$ cat src/hdl/kst_pkg.sv
// ----------------------------------------------------------------------------
// kst_pkg
// Types and constants shared by the keyed scan result table modules.
// ----------------------------------------------------------------------------
package kst_pkg;

	localparam int CAPACITY   = 64;
	localparam int BEACON_MAX = 512;
	localparam int IDX_W      = 6;
	localparam int CNT_W      = 7;
	localparam int LEN_W      = 10;
	localparam int CQ_DEPTH   = 2;
	localparam int OQ_DEPTH   = 4;
	localparam int OQ_CNT_W   = $clog2(OQ_DEPTH + 1);

	localparam logic [1:0] MODE_INSERT = 2'd0;
	localparam logic [1:0] MODE_CLEAR  = 2'd1;
	localparam logic [1:0] MODE_SNAP   = 2'd2;

	typedef enum logic [1:0] {
		OP_INSERT,
		OP_CLEAR,
		OP_SNAP,
		OP_NOP
	} op_t;

	typedef enum logic [1:0] {
		ST_IDLE,
		ST_SEARCH,
		ST_SNAP,
		ST_REPLY
	} state_t;

	typedef struct packed {
		logic [47:0]       bssid;
		logic [15:0]       freq_mhz;
		logic signed [7:0] rssi_dbm;
		logic [31:0]       seen_tick;
		logic [LEN_W-1:0]  beacon_length;
	} entry_t;

	typedef struct packed {
		op_t              op;
		entry_t           entry;
		logic [CNT_W-1:0] max_count;
	} cmd_t;

	typedef struct packed {
		logic             status;
		logic             entry_valid;
		logic [IDX_W-1:0] entry_index;
		entry_t           entry;
		logic [CNT_W-1:0] returned_count;
		logic             last;
	} result_t;

endpackage

$ cat src/hdl/kst_outq.sv
// ----------------------------------------------------------------------------
// kst_outq
// Result queue between the back end and the consumer.
// ----------------------------------------------------------------------------
module kst_outq import kst_pkg::*; (
	input  logic                clk,
	input  logic                arst_n,
	input  logic                push,
	input  result_t             push_data,
	input  logic                pop,
	output logic                empty,
	output result_t             head,
	output logic [OQ_CNT_W-1:0] occ
);

	localparam int PTR_W = $clog2(OQ_DEPTH);

	result_t          mem_q [OQ_DEPTH];
	logic [PTR_W-1:0] wr_ptr_q;
	logic [PTR_W-1:0] rd_ptr_q;
	logic [OQ_CNT_W-1:0] occ_q;
	logic             do_pop;

	assign empty  = (occ_q == '0);
	assign head   = mem_q[rd_ptr_q];
	assign occ    = occ_q;
	assign do_pop = pop && !empty;

	always_ff @(posedge clk) begin
		if (push) begin
			mem_q[wr_ptr_q] <= push_data;
		end
	end

	always_ff @(posedge clk or negedge arst_n) begin
		if (!arst_n) begin
			wr_ptr_q <= '0;
			rd_ptr_q <= '0;
			occ_q    <= '0;
		end else begin
			if (push) begin
				wr_ptr_q <= wr_ptr_q + 1'b1;
			end
			if (do_pop) begin
				rd_ptr_q <= rd_ptr_q + 1'b1;
			end
			if (push && !do_pop) begin
				occ_q <= occ_q + 1'b1;
			end else if (do_pop && !push) begin
				occ_q <= occ_q - 1'b1;
			end
		end
	end

endmodule

$ cat config.mk
export PLATFORM = sky130hd
export DESIGN_NAME = kst_outq
export DESIGN_NICKNAME = d
export VERILOG_FILES = /design/src/hdl/kst_pkg.sv /design/src/hdl/kst_outq.sv
export SDC_FILE = /design/constraint.sdc
export NUM_CORES = 1
export LEC_CHECK = 0
export ABC_CLOCK_PERIOD_IN_PS = 4800
export BUFFER_PORTS_ARGS = -buffer_cell sky130_fd_sc_hd__buf_2
export CAP_MARGIN = 15
export CORE_MARGIN = 1
export CORE_UTILIZATION = 57
export CTS_CLUSTER_DIAMETER = 80
export CTS_CLUSTER_SIZE = 16
export DETAILED_ROUTE_END_ITERATION = 7
export GPL_TIMING_DRIVEN = 0
export HOLD_SLACK_MARGIN = 0.05
export PLACE_DENSITY = 0.81
export SYNTH_ARGS = -nofsm -noshare
export SYNTH_HDL_FRONTEND = slang
export SYNTH_SLANG_ARGS = --single-unit
$ cat constraint.sdc
create_clock -name clk -period 4.8 [get_ports clk]
set_input_delay 0.96 -clock clk [delete_from_list [all_inputs] [get_ports clk]]
set_output_delay 0.96 -clock clk [all_outputs]
set_load 0.005 [all_outputs]
Word-level counts from Yosys, hierarchy flattened
Memory sizes are Yosys's and may differ from the RTL's.
Index checks and enable logic that the tools add are counted.

operators by class
  mux-type cells = 4
  add/subtract/negate cells = 4
  reduce and logical (&&, ||, !) cells = 8

operator list
  kind                                               number
  two-way mux 3 bit                                  2
  adder 2 x 1 -> 2 bit (second input constant)       2
  adder 3 x 1 -> 3 bit (second input constant)       1
  logical AND 1 bit                                  3
  logical NOT 1 bit                                  3
  logical NOT 3 bit                                  1
  subtractor 3 x 1 -> 3 bit (second input constant)  1
  two-way mux 1 bit                                  2
  nonzero test 2 bit                                 1

word-level totals
  output and inout bits = 134
  memories kept = 1
  memory bits (writable) = 520
  register bits = 7

memories
  memory  depth  width  rd ports  clocked after memory_dff  write ports  RTL line        RTL
  mem_q   4      130    1         0                         1            kst_outq.sv:18  result_t mem_q [OQ_DEPTH];

Longest topological paths before layout
  word-level depth = 6
  mapped depth = 8

Worst setup path after synthesis
Ideal clock, no wire load.

  path kind = input port to flip-flop
  from = in push
  to = mem mem_q[0][0] in the netlist's numbering (enable)
  path slack = 358 ps
  arrival = 3937 ps
  stages on the path = 1
  buffers on the path = 0
  library setup time = 504 ps
  required time = 4296 ps
  path through = and2_1

between the ends
  longest elaborated chain between the ends = 2

RTL lines
  element                                  RTL line        RTL
  start: declaration                       kst_outq.sv:8   input logic push,
  two-way mux 1 bit                        kst_outq.sv:30  if (push) begin
  two-way mux 1 bit (implied by the code)  kst_outq.sv:31  mem_q[wr_ptr_q] <= push_data;
  end: declaration                         kst_outq.sv:18

No other way between the ends.

==> reports/metrics.cfg <==
[run_status]
status = finished clean

[floorplanning]
die_y_um = 185
initial_core_util_pct = 58.4
num_io_pins = 268
fp-row-count = 66
die_x_um = 185
core_area_sq_mm = 0.0328
die_area_sq_mm = 0.0343

[sta]
rsz0062_at_grt = false
hold_violations = 0
finalSetupViolations = 0
fin_crit_ps = 3300
fin_skew_ps = 24.6
finalSetupTns_ps = 0
slew-limit-headroom_pct = 54.2
worst_hold_slack_ps = 266
fin_crit_sh_pct = 68.8
fmax_mhz = 303
drv_slew = 0
tightestPinTransition_ps = 686

[synthesis]
synth_seq_cells = 527
synth_top_area_share_pct = 81.6
synthArstFlopShare_pct = 1.33
synth_edf_count = 520
synth_area_sq_mm = 0.0191
ys_types = 20
synthFlopType = edfxtp_1
yosysSeqAreaShare_pct = 82.5
synth_area_leaders = edfxtp_1 82%, mux4_2 15%, dfrtp_1 0.92%
yosys_warnings = 0
syn_nets = 854
syn_avg_cell_area_sq_um = 26.8
yosys.area.top_type = edfxtp_1
syn-instance-count = 714

[cells_and_area]
fin_util_pct = 68.0
area_delta_synth_final_pct = 16.4
drive_above_1_share_pct = 45.9
final-seq-area_sq_mm = 0.0158
multi_input_area_sq_mm = 0.00314
mostFrequentLayoutCells = 520 x edfxtp_1, 282 x buf_2, 130 x mux4_2
final_common_cell = edfxtp_1
fillCellCount = 1970
fin_nets = 1169

[worst_setup_path]
reg2reg_to = occ[2]$_DFFE_PN0P_
crit_path_max_fanout = 10
path_class = flip-flop to output pin
endpoint = head[25]
cp.arrival_ps = 2340
crit_top_cell = buf_2
startpoint_type = flip-flop
max_stage_delay_ps = 390
crit_path_end_kind = output pin
crit_chain = clkbuf_1 > buf_2 > buf_2 > mux4_2 > buf_2
cp-startpoint = rd_ptr_q[1]$_DFFE_PN0P_
reg2regPathDepth = 8
r2r_start = occ[0]$_DFFE_PN0P_
reg2reg_setup_slack_ps = 2520
cp_data_required_time_ps = 3840
cp_slowest_cell = buf_2

[clocking]
h-tree-depth = 2
ctsResizeCount = 0
clock_path_buffers = 3
cts_root_buf = clkbuf_16
cts_tree = built
cts.reportedPaths.clkPinSlew_ps = 70
cts_buffers = 38
cts_hold_buf = 0
post_cts_buffers = 0
clock-sinks = 527
clk_latency_ps = 530

[routing]
first_iter_violations = 685
vias_per_cell = 5.80
vias = 8609
wl_per_cell_um = 24.4
routed_wl_mm = 36.3
ant_nets = 0
firstDrtPassIters = 5
drc = 0

[grt]
grt_antenna_before_repair = 10
grt_usage_pct = 21.5
grt_pass1_wl_mm = 53.6
grt_overflow_total = 0
grt_max_degree = 59
grt_pass1_vias = 9182

[place]
dp_hpwl_mm = 22.5
place_congestion = 0.718
numPortBuffers = 267

[power_and_ir_drop]
power.density_mw_per_mm2 = 582
power_w = 0.0130
ir_drop_v = 0.000407
power.leakage_nw = 7.58

[run]
max_cap_violations = 0

[worst_hold_path]
hold_class = input pin to asynchronous set/reset pin

layer usage:
layer  vias to the layer above  routed length, um  track usage (%)
met4                        14                761             5.45
met2                       317              18400             35.7
met1                      4509              13600             27.3
met3                        66               3410             7.45
met5                         -                 93                0
li1                       3703                  -                -
layout make-up:
class	instances	share of cell area, %
inverters	4	0.0674
clock buffers	47	4.51
diodes	5	0.0561
clock inverters	1	0.0393
flip-flops and latches	527	70.8
plain buffers	30	0.943
repair buffers	275	6.98
multi-input cells	153	14.1
well taps	442	2.48
worst max-delay path, delay by kind of cell (launching register included):
kind                   cells  cell delay [ps]
DFF                        1              320
muxes                      1              360
buffers and inverters      4             1120
cells in the mapped netlist, types with 2 or more instances:
library cell	n
edfxtp_1	520
mux4_2	130
buf_2	15
buf_6	10
dfrtp_1	7
ha_1	5
and2_1	4
inv_1	4
clkbuf_1	3
xnor2_1	3
xor2_1	3
nand2_1	2
cell families (layout without fill, tap and decap cells):
| group | Yosys count | in the layout | synth area share, % |
|---|---|---|---|
| compound gates | 1 | 1 | 0.0261 |
| xor+xnor | 6 | 6 | 0.275 |
| fa+ha+maj | 6 | 6 | 0.431 |
| buf+inv | 34 | 357 | 1.18 |
| flops | 527 | 527 | 82.5 |
| mux | 131 | 131 | 15.4 |
| other cells | 0 | 5 | 0 |
| simple gates | 9 | 9 | 0.248 |
registers in the layout, summed over array words and instances (netlist names):
register / flops
mem_q: 520
occ: 3
rd_ptr_q: 2
wr_ptr_q: 2
worst min path at each step:
| stage | from | end | cells past startpoint |
|---|---|---|---|
| global route | arst_n | occ[1]$_DFFE_PN0P_ | 1 |
| finish | arst_n | occ[1]$_DFFE_PN0P_ | 1 |
| global placement | occ[2]$_DFFE_PN0P_ | occ[2]$_DFFE_PN0P_ | 1 |
| CTS | arst_n | occ[1]$_DFFE_PN0P_ | 1 |
| detailed placement | occ[2]$_DFFE_PN0P_ | occ[2]$_DFFE_PN0P_ | 1 |
| floorplan | occ[2]$_DFFE_PN0P_ | occ[2]$_DFFE_PN0P_ | 1 |
where the power goes:
group,total (W),internal [W],switching [W],leakage (nW)
Clock,0.00285,0.00147,0.00138,0.495
Sequential,0.00621,0.00601,0.000200,4.86
Combinational,0.00392,0.00192,0.00200,2.22
Total,0.0130,0.00939,0.00359,7.58
metrics by stage:
stage | instances | setup WS, ps | cell area (sq um)
CTS | 1479 | 1430 | 22300
detailed placement | 1431 | 2030 | 21300
global route | 1479 | 1400 | 22300
global placement | 1423 | -2110 | 21000
finish | 1484 | 1500 | 22300
floorplan | 714 | 358 | 19100
No activity file was read; power rests on OpenSTA's default activity.
