$ cat src/hdl/kst_pkg.sv
// ----------------------------------------------------------------------------
// kst_pkg
// Types and constants shared by the keyed scan result table modules.
// ----------------------------------------------------------------------------
package kst_pkg;

	localparam int CAPACITY   = 64;
	localparam int BEACON_MAX = 512;
	localparam int IDX_W      = 6;
	localparam int CNT_W      = 7;
	localparam int LEN_W      = 10;
	localparam int CQ_DEPTH   = 2;
	localparam int OQ_DEPTH   = 4;
	localparam int OQ_CNT_W   = $clog2(OQ_DEPTH + 1);

	localparam logic [1:0] MODE_INSERT = 2'd0;
	localparam logic [1:0] MODE_CLEAR  = 2'd1;
	localparam logic [1:0] MODE_SNAP   = 2'd2;

	typedef enum logic [1:0] {
		OP_INSERT,
		OP_CLEAR,
		OP_SNAP,
		OP_NOP
	} op_t;

	typedef enum logic [1:0] {
		ST_IDLE,
		ST_SEARCH,
		ST_SNAP,
		ST_REPLY
	} state_t;

	typedef struct packed {
		logic [47:0]       bssid;
		logic [15:0]       freq_mhz;
		logic signed [7:0] rssi_dbm;
		logic [31:0]       seen_tick;
		logic [LEN_W-1:0]  beacon_length;
	} entry_t;

	typedef struct packed {
		op_t              op;
		entry_t           entry;
		logic [CNT_W-1:0] max_count;
	} cmd_t;

	typedef struct packed {
		logic             status;
		logic             entry_valid;
		logic [IDX_W-1:0] entry_index;
		entry_t           entry;
		logic [CNT_W-1:0] returned_count;
		logic             last;
	} result_t;

endpackage

$ cat src/hdl/kst_front.sv
// ----------------------------------------------------------------------------
// kst_front
// Accepts input transactions, decodes the mode, clamps the beacon length
// and holds the commands in a short queue for the back end.
// ----------------------------------------------------------------------------
module kst_front import kst_pkg::*; (
	input  logic              clk,
	input  logic              arst_n,
	input  logic              push,
	output logic              full,
	input  logic [1:0]        mode,
	input  logic [47:0]       bssid,
	input  logic [15:0]       freq_mhz,
	input  logic signed [7:0] rssi_dbm,
	input  logic [15:0]       beacon_length,
	input  logic [31:0]       current_tick,
	input  logic [CNT_W-1:0]  max_count,
	output logic              cq_valid,
	output cmd_t              cq_cmd,
	input  logic              cq_pop
);

	localparam int PTR_W = $clog2(CQ_DEPTH);

	cmd_t                         cmd_in;
	cmd_t                         mem_q [CQ_DEPTH];
	logic [PTR_W-1:0]             wr_ptr_q;
	logic [PTR_W-1:0]             rd_ptr_q;
	logic [$clog2(CQ_DEPTH+1)-1:0] occ_q;
	logic                         do_push;
	logic                         do_pop;

	always_comb begin
		case (mode)
			MODE_INSERT: cmd_in.op = OP_INSERT;
			MODE_CLEAR:  cmd_in.op = OP_CLEAR;
			MODE_SNAP:   cmd_in.op = OP_SNAP;
			default:     cmd_in.op = OP_NOP;
		endcase
		cmd_in.entry.bssid     = bssid;
		cmd_in.entry.freq_mhz  = freq_mhz;
		cmd_in.entry.rssi_dbm  = rssi_dbm;
		cmd_in.entry.seen_tick = current_tick;
		if (beacon_length > 16'(BEACON_MAX)) begin
			cmd_in.entry.beacon_length = LEN_W'(BEACON_MAX);
		end else begin
			cmd_in.entry.beacon_length = beacon_length[LEN_W-1:0];
		end
		cmd_in.max_count = max_count;
	end

	assign full     = (occ_q == ($clog2(CQ_DEPTH+1))'(CQ_DEPTH));
	assign cq_valid = (occ_q != '0);
	assign cq_cmd   = mem_q[rd_ptr_q];
	assign do_push  = push && !full;
	assign do_pop   = cq_pop && cq_valid;

	always_ff @(posedge clk) begin
		if (do_push) begin
			mem_q[wr_ptr_q] <= cmd_in;
		end
	end

	always_ff @(posedge clk or negedge arst_n) begin
		if (!arst_n) begin
			wr_ptr_q <= '0;
			rd_ptr_q <= '0;
			occ_q    <= '0;
		end else begin
			if (do_push) begin
				wr_ptr_q <= wr_ptr_q + 1'b1;
			end
			if (do_pop) begin
				rd_ptr_q <= rd_ptr_q + 1'b1;
			end
			if (do_push && !do_pop) begin
				occ_q <= occ_q + 1'b1;
			end else if (do_pop && !do_push) begin
				occ_q <= occ_q - 1'b1;
			end
		end
	end

endmodule

$ cat config.mk
export PLATFORM = sky130hd
export DESIGN_NAME = kst_front
export DESIGN_NICKNAME = d
export VERILOG_FILES = /design/src/hdl/kst_pkg.sv /design/src/hdl/kst_front.sv
export SDC_FILE = /design/constraint.sdc
export NUM_CORES = 1
export LEC_CHECK = 0
export BUFFER_PORTS_ARGS = -buffer_cell sky130_fd_sc_hd__clkbuf_2
export CAP_MARGIN = 10
export CORE_MARGIN = 5
export CORE_UTILIZATION = 35
export CTS_BUF_LIST = sky130_fd_sc_hd__clkbuf_8
export DETAILED_ROUTE_END_ITERATION = 6
export SLEW_MARGIN = 15
export SYNTH_ARGS = -nofsm -noshare
export SYNTH_HDL_FRONTEND = slang
export SYNTH_SLANG_ARGS = --single-unit
$ cat constraint.sdc
create_clock -name clk -period 17.1 [get_ports clk]
set_input_delay 3.42 -clock clk [delete_from_list [all_inputs] [get_ports clk]]
set_output_delay 3.42 -clock clk [all_outputs]
set_load 0.03 [all_outputs]
# ---- After elaboration in Yosys (flattened, before gate mapping)
# Memories as Yosys holds them, arrays and structs flattened.
# Cells that the tools add are included.
dict set report totals {
  regBits 4
  mem_bits_rw 246
  inputBits 133
  output_inout_bits 125
  word_cells 28
  mem_count 1
}
dict set report op_classes {
  n_addsub 4
  order_cmp 1
  n_eq_ne 3
  n_mux 6
  reduce_logical 10
}
# memory depth word_bits rd rd_clocked_by_memory_dff write_ports line_no
set memory_table {}
lappend memory_table {mem_q 2 123 1 0 1 kst_front.sv:26} ;# cmd_t mem_q [CQ_DEPTH];
# cell count
set op_table {}
lappend op_table {{$gt A16 B10 Y1 const B} 1}
lappend op_table {{$mux W10} 1}
lappend op_table {{$pmux W2 S3} 1}
lappend op_table {{$eq A2 B2 Y1 const B} 2}
lappend op_table {{$logic_and A1 B1 Y1} 4}
lappend op_table {{$mux W2} 2}
lappend op_table {{$reduce_bool A2 Y1} 2}
lappend op_table {{$logic_not A1 Y1} 3}
lappend op_table {{$add A1 B1 Y1 const B} 2}
lappend op_table {{$add A2 B1 Y2 const B} 1}
lappend op_table {{$eq A2 B1 Y1 const B} 1}
lappend op_table {{$logic_not A2 Y1} 1}
lappend op_table {{$mux W1} 2}
lappend op_table {{$sub A2 B1 Y2 const B} 1}

# ---- Depth between registers and ports, before layout
# Gate-level depths: netlist of the first run.
dict set report depth {
  depth_word 7
  depth_mapped 7
  depth_no_buf 7
}

# ---- Worst setup path before layout of the first run
# Ideal clock, no wire load.
dict set report synth_timing {
  path_type {input port to flip-flop}
  from {input push}
  to {memory mem_q[0][0] in the netlist's numbering, enable pin}
  setup_time_ps 606
  arrival_ps 8621
  required_ps 16494
  path_slack_ps 7873
  stages 2
  n_path_buf 0
  path_cell_list {nand2_1 -> nor2_1}
}
dict set report synth_between {
  elab_chain_cells 3
}
# item line_no
set synth_rtl {}
lappend synth_rtl {{start, declared} kst_front.sv:9} ;# input logic push,
lappend synth_rtl {{$logic_and A1 B1 Y1} kst_front.sv:55} ;# assign do_push = push && !full;
lappend synth_rtl {{$mux W1} kst_front.sv:59} ;# if (do_push) begin
lappend synth_rtl {{$mux W1 (implied by the code)} kst_front.sv:60} ;# mem_q[wr_ptr_q] <= cmd_in;
lappend synth_rtl {{end, declared} kst_front.sv:26}
# Every way passes these cells.

==> results of run 1 <==
cell usage after synthesis, drive strengths merged:
library cell / instances
buf: 14
nand2b: 1
ha: 1
nand2: 3
inv: 4
nor3: 1
dfrtp: 4
or2: 1
clkbuf: 2
nor4: 2
a31oi: 1
edfxtp: 246
nor3b: 3
and2: 6
xor2: 2
mux2: 123
and3: 2
xnor2: 3
nor2: 4
worst max-delay path, stage by stage (launching register included):
cell	delay [ps]
dfrtp_4	1100
buf_4	880
mux2_2	430
clkbuf_2	180
per-stage QoR:
step	std cells	utilization	power, W	hold slack [ps]
floorplan	423	-	0.00153	456
global placement	1009	0.414	0.00171	474
detailed placement	1009	0.414	0.00172	479
CTS	1084	0.442	0.00220	496
global route	1084	0.442	0.00227	524
finish	1084	0.442	0.00216	501
worst paths after layout:
kind                                from            to  slack (ps)  cells past startpoint
worst max-delay path            rd_ptr_q    cq_cmd[48]       10410                      3
worst min-delay path            occ_q[1]      occ_q[1]         500                      1
worst max register to register  occ_q[0]  mem_q[1][92]       14500                      3
worst min register to register  occ_q[1]      occ_q[1]         500                      1
max in group asynchronous         arst_n      rd_ptr_q       14250                      1
min in group asynchronous         arst_n      occ_q[0]        2710                      1
routing by layer:
metal  global-route usage  up-vias  routed length [µm]
li1                     -     2257                   -
met3               0.0548       36                1800
met4               0.0366        4                 393
met5                    0        -                  26
met1                0.139     2372                7490
met2                0.197      203                9010
cell type report:
class                           count  area [µm²]  share of cell area
Sequential cell                   250        7490               0.634
Multi-Input combinational cell    153        1820               0.154
Timing Repair Buffer              261        1320               0.111
Clock buffer                       43         592              0.0501
Tap cell                          341         427              0.0361
Clock inverter                     32         158              0.0133
Inverter                            4        15.0             0.00127
state kept, by name, indices dropped and copies added, names as in the netlist:
signal	count
mem_q	246
occ_q	2
rd_ptr_q	1
wr_ptr_q	1
power breakdown:
part / internal [W] / switching, W
logic: 0.000290 / 0.000495
clock network: 0.000248 / 0.000219
registers: 0.000839 / 0.0000687
cells by family (layout without fill, tap and decap cells):
group / Yosys count / after routing
XOR/XNOR: 5 / 5
flip-flops: 250 / 250
AND/OR/NAND/NOR: 23 / 23
AO/OA/AOI/OAI: 1 / 1
multiplexers: 123 / 123
adder cells (fa/ha/maj): 1 / 1
buffers and inverters: 20 / 340
==> impl_results.md, run 1 <==
- Critical path endpoint category: output pin
- Cell Rows: 60
- Critical Setup Path Class: flop to output pin
- CTS Hold Bufs: 0
- Fillers: 2369
- Post-synth top area share: 0.783
- Power per cell area: 183 nW/µm²
- First-pass GRT wire length: 28900 µm
- Post-synthesis mux area share: 0.171
- Max_cap viols: 0
- Design area: 11800 µm²
- All-Layer GR Usage: 0.119
- CTS tree: done
- Slew Limit Fails: 0
- Share of layout cells above drive strength 1: 0.592
- CP required: 13680 ps
- Die height: 174 µm
- Sequential area share after synthesis: 0.794
- Setup TNS: 0 ps
- RSZ-0062 raised after global routing: false
- Post-synthesis compound-gate area fraction: 0.000663
- CTS H-tree lvls: 2
- Post-cts sizing count: 0
- Commonest non-fill, non-tap cells in the layout: clkbuf_2, edfxtp_1, mux2_2
- Initial DRC count: 230
- Global placement routability congestion: 0.747
- Num Clock Sinks: 250
- CTS root buf: clkbuf_8
- Synth area leaders: edfxtp_1, mux2_4, mux2_2
- Leak pwr: 4.70 nW
- Setup bufs post-CTS: 0
- # setup viols final: 0
- Commonest non-fill, non-tap cell in the layout: clkbuf_2
- Via count: 4872
- Synth Register Bits: 250
- Clk_lat worst skew: 520 ps
- Io pins: 258
- Die area: 30300 µm²
- DRT Pass-1 Iters: 4
- DRC viols: 0
- Min Tclk post-route: 6690 ps
- Clock buffer depth: 3
- Period Utilization, post-route: 0.391
- Fin. Hold Viols: 0
- Net Count, Synth: 557
- Syn Area/Cell: 22.3 µm²
- Largest net degree at the start of global routing: 71
- GRT overflow: 0
- Setup crit start kind: flop
- Worst-margin pin slew: 1090 ps
- Final worst slack: 10410 ps
- Initial antenna violation count: 2
- Wirelength per Cell: 17.3 µm
- DR vias/cell: 4.49
- Crit path DAT: 3270 ps
- Largest family of logic cells by synthesized area: multiplexers
- Area grow syn2layout: 25.2%
- Starting Density: 0.353
- Final wirelength: 18700 µm
- Vias in the first global route: 5373
- Synth Area in Simple Gates: 0.0138
- Routed Antenna Nets: 0
- Placed Instance Area: 11100 µm²
- Post-Synth XOR/XNOR Area: 0.00464
- Outcome: finished, final reports clean
- Synthesis warning total: 0
- Nets@finish: 845
- Largest fanout on the critical path: 70
- Slew margin rel.: 0.275
- Port bufs: 257
- Die X: 174 µm
- Ant diodes: 0
- Yosys cell types: 22
- Area leader, netlist: edfxtp_1
- Adder-cell share of the synthesized area: 0.00133
- Core area: 26700 µm²
- Detailed placement HPWL: 12700 µm
- Post-Synthesis Cells: 423
- Clk_skew: 9.82 ps
- Clk pin slew, worst setup/hold paths: 60 ps
- Pre-CTS setup slack: 10940 ps
- Mapped Area: 9430 µm²
- CTS buffer count: 41
- Hold Crit Class: flop to flop
- Fmax achieved: 149 MHz
- Worst-case vdd ir drop: 0.107 mV
(Power assumes the default switching activity.)
==> run 2: changes to the inputs <==
- ABC_AREA: unset -> 1
- clock period: 17.1 -> 5.8 ns (I/O delays scaled with it)
==> run 2 against run 1 <==
Clock power grew to 2.9 times the previous value. Synthesized cell count grew 66%. Sequential cell count is the same. Setup slack lost 8500 ps. Via count grew 22%. Largest cell class unchanged. Sequential share of layout area grew 0.85 points. Clock skew grew 6.1 ps. Critical endpoint is now cq_cmd[54].
==> impl_results.md, run 2 <==
- Largest stage delay on the critical path: 640 ps (-460 ps)
- Synthesis warning total: 0 (unchanged)
- Max reg flops: 246 (unchanged)
- Global placement routability congestion: 0.718 (-3.9%)
- RSZ-0062 raised after global routing: false
- Die height: 173 µm (-0.53%)
- Share of layout cells above drive strength 1: 0.321 (-0.271)
- Detailed placement HPWL: 13900 µm (+10%)
- Top FF cell, synth: edfxtp_1
- Post-Synthesis Cells: 704 (+66%)
- Post-cts sizing count: 0 (unchanged)
- Synth area leaders: edfxtp_1, nand2_1, buf_4
- Crit-path cells: inv_4, buf_4, nand2_1, nand2_1, clkbuf_2
- GRT overflow: 0 (unchanged)
- Initial DRC count: 310 (+35%)
- CTS H-tree lvls: 2 (unchanged)
- DRC viols: 0 (unchanged)
- Setup TNS: 0 ps (unchanged)
- First-pass GRT wire length: 33100 µm (+14%)
- Top reg by flops: mem_q
- Power per cell area: 557 nW/µm² (+200%)
- Worst-case vdd ir drop: 0.282 mV (+160%)
- Cell repeated most along the worst path: nand2_1
- FFs w/ async S/R, synth: 0.0160 (unchanged)
- Starting Density: 0.357 (+0.00399)
- Top layer used by detailed routing: met5
- Post-synth top area share: 0.792 (+0.00882)
- Clk_lat worst skew: 530 ps (about the same)
- Metal3 WL: 1610 µm (-11%)
- Biggest regs: mem_q x246, occ_q x2
- Inst Count DP: 1276 (+26%)
- CTS tree: done
- CTS buffer count: 42 (+2.4%)
- Critical Setup Path Class: flop to output pin
- Slew Limit Fails: 0 (unchanged)
- Slew margin rel.: 0.290 (+0.0148)
- Area grow syn2layout: 25.0%
- CTS Hold Bufs: 0 (unchanged)
- Crit path DAT: 2680 ps (-590 ps)
- Wirelength per Cell: 15.7 µm (-9.4%)
- Synth Register Bits: 250 (unchanged)
- Mapped Area: 9330 µm² (-1.1%)
- Setup crit start kind: flop
- Die area: 30000 µm² (-1.0%)
- Commonest non-fill, non-tap cells in the layout: nand2_1, clkbuf_2, edfxtp_1
- Final wirelength: 21200 µm (+13%)
- Io pins: 258 (unchanged)
- CP required: 4640 ps (-9040 ps)
- Routed Antenna Nets: 0 (unchanged)
- Tot Pwr: 0.00649 W (+200%)
- All-Layer GR Usage: 0.138 (+0.0193)
- R2R Path Start: occ_q[1]
- Core area: 26100 µm² (-2.2%)
- Min Tclk post-route: 3840 ps
- Sequential area share after synthesis: 0.803 (+0.00894)
- Area leader, netlist: edfxtp_1
- Leak pwr: 5.12 nW (+8.9%)
- Initial antenna violation count: 2 (unchanged)
- Via count: 5928 (+22%)
- Critical path endpoint category: output pin
- Most frequent cell after synthesis: nand2_1
- Num Clock Sinks: 250 (unchanged)
- Fmax achieved: 260 MHz
- Clk pin slew, worst setup/hold paths: 60 ps (about the same)
- DRT Pass-1 Iters: 4 (unchanged)
- Fin. Hold Viols: 0 (unchanged)
- Syn Area/Cell: 13.2 µm² (-41%)
- Vias in the first global route: 6027 (+12%)
- Clk_skew: 15.9 ps (+6.08 ps)
- Net Count, Synth: 838 (+50%)
- Worst-margin pin slew: 1070 ps (-22.2 ps)
- Slowest cell on crit path: dfrtp_4
- Worst Reg2Reg Path Length in Cells: 5 (+2)
- Finished Layout Cells: 1353 (+25%)
- Commonest non-fill, non-tap cell in the layout: nand2_1
- Reg2reg end: mem_q[0][61]
- Final worst slack: 1960 ps (-8450 ps)
- Setup bufs post-CTS: 0 (unchanged)
- Period Utilization, post-route: 0.663
- Flop2flop setup slack: 3440 ps (-11060 ps)
- Port bufs: 257 (unchanged)
- Clock buffer depth: 3 (unchanged)
- Synth cell count leaders: nand2_1, edfxtp_1, nor2_1
- Cell Rows: 59 (-1.7%)
- Largest net degree at the start of global routing: 94 (+32%)
- Max_cap viols: 0 (unchanged)
- Nets@finish: 1119 (+32%)
- # setup viols final: 0 (unchanged)
- Outcome: finished, final reports clean
- Yosys cell types: 18 (-18%)
- Pre-CTS setup slack: 2470 ps (-8470 ps)
- Number of synthesized flops with an enable pin: 246 (unchanged)
- CTS root buf: clkbuf_8
- Met1 WL: 8490 µm (+13%)
- Largest fanout on the critical path: 58 (-17%)
- Die X: 173 µm (-0.53%)
- DR vias/cell: 4.38 (-2.5%)
- Hold Crit Class: input port to async pin
- Met2 routed WL: 10600 µm (+18%)
run 2: cell types whose count changed after synthesis, sizes merged, moves of 2 or more:
| cell | change |
|---|---|
| nand2 | +375 |
| buf | +13 |
| and3 | -2 |
| xnor2 | -2 |
| nor2 | +13 |
| inv | +11 |
| a21oi | +9 |
| nor4 | -2 |
| and2 | -6 |
| mux2 | -123 |
| nor3b | -3 |
run 2: report_power, final:
group | internal, W | total, W | switching, W
Clock | 0.000679 | 0.00135 | 0.000673
Combinational | 0.000581 | 0.00255 | 0.00197
Sequential | 0.00246 | 0.00259 | 0.000124
run 2: logic make-up after synthesis:
group | count (synthesis) | share of synthesized area
adder cells (fa/ha/maj) | 1 | 0.00134
AND/OR/NAND/NOR | 396 | 0.161
AO/OA/AOI/OAI | 10 | 0.00536
flip-flops | 250 | 0.803
XOR/XNOR | 3 | 0.00282
buffers and inverters | 44 | 0.0267
run 2: per-layer routing:
layer / vias to the layer above / GRT usage
li1: 2937 / -
met1: 2781 / 0.161
met2: 169 / 0.239
met3: 39 / 0.0454
met4: 2 / 0.0509
met5: - / 0
run 2: critical path: cells and delay by family (launching register included):
kind / cells / cell delay, ps
flops: 1 / 640
simple gates: 2 / 200
buf+inv: 3 / 1260
run 2: final cells by class:
| cell class | instances | area [µm²] |
|---|---|---|
| tap | 335 | 419 |
| timing repair buffer | 266 | 1350 |
| sequential | 250 | 7490 |
| clock inverter | 33 | 145 |
| clock buffer | 42 | 578 |
| fill | 2448 | 14500 |
| antenna | 2 | 5.00 |
| inverter | 15 | 58.8 |
| multi-input combinational | 410 | 1610 |
run 2: worst max-delay path by stage:
| stage | end | slack (ps) | startpoint |
|---|---|---|---|
| finish | cq_cmd[54] | 1960 | rd_ptr_q |
| global route | cq_cmd[54] | 1710 | rd_ptr_q |
| CTS | cq_cmd[54] | 1860 | rd_ptr_q |
| detailed placement | cq_cmd[54] | 2470 | rd_ptr_q |
| global placement | cq_cmd[52] | 2480 | rd_ptr_q |
| floorplan | mem_q[1][0] | 800 | push |
run 2: per-stage QoR:
step	cell area, µm²	hold WS [ps]	util
global route	11700	383	0.446
global placement	10900	510	0.418
detailed placement	10900	515	0.418
CTS	11700	368	0.446
floorplan	9330	482	-
finish	11700	423	0.446
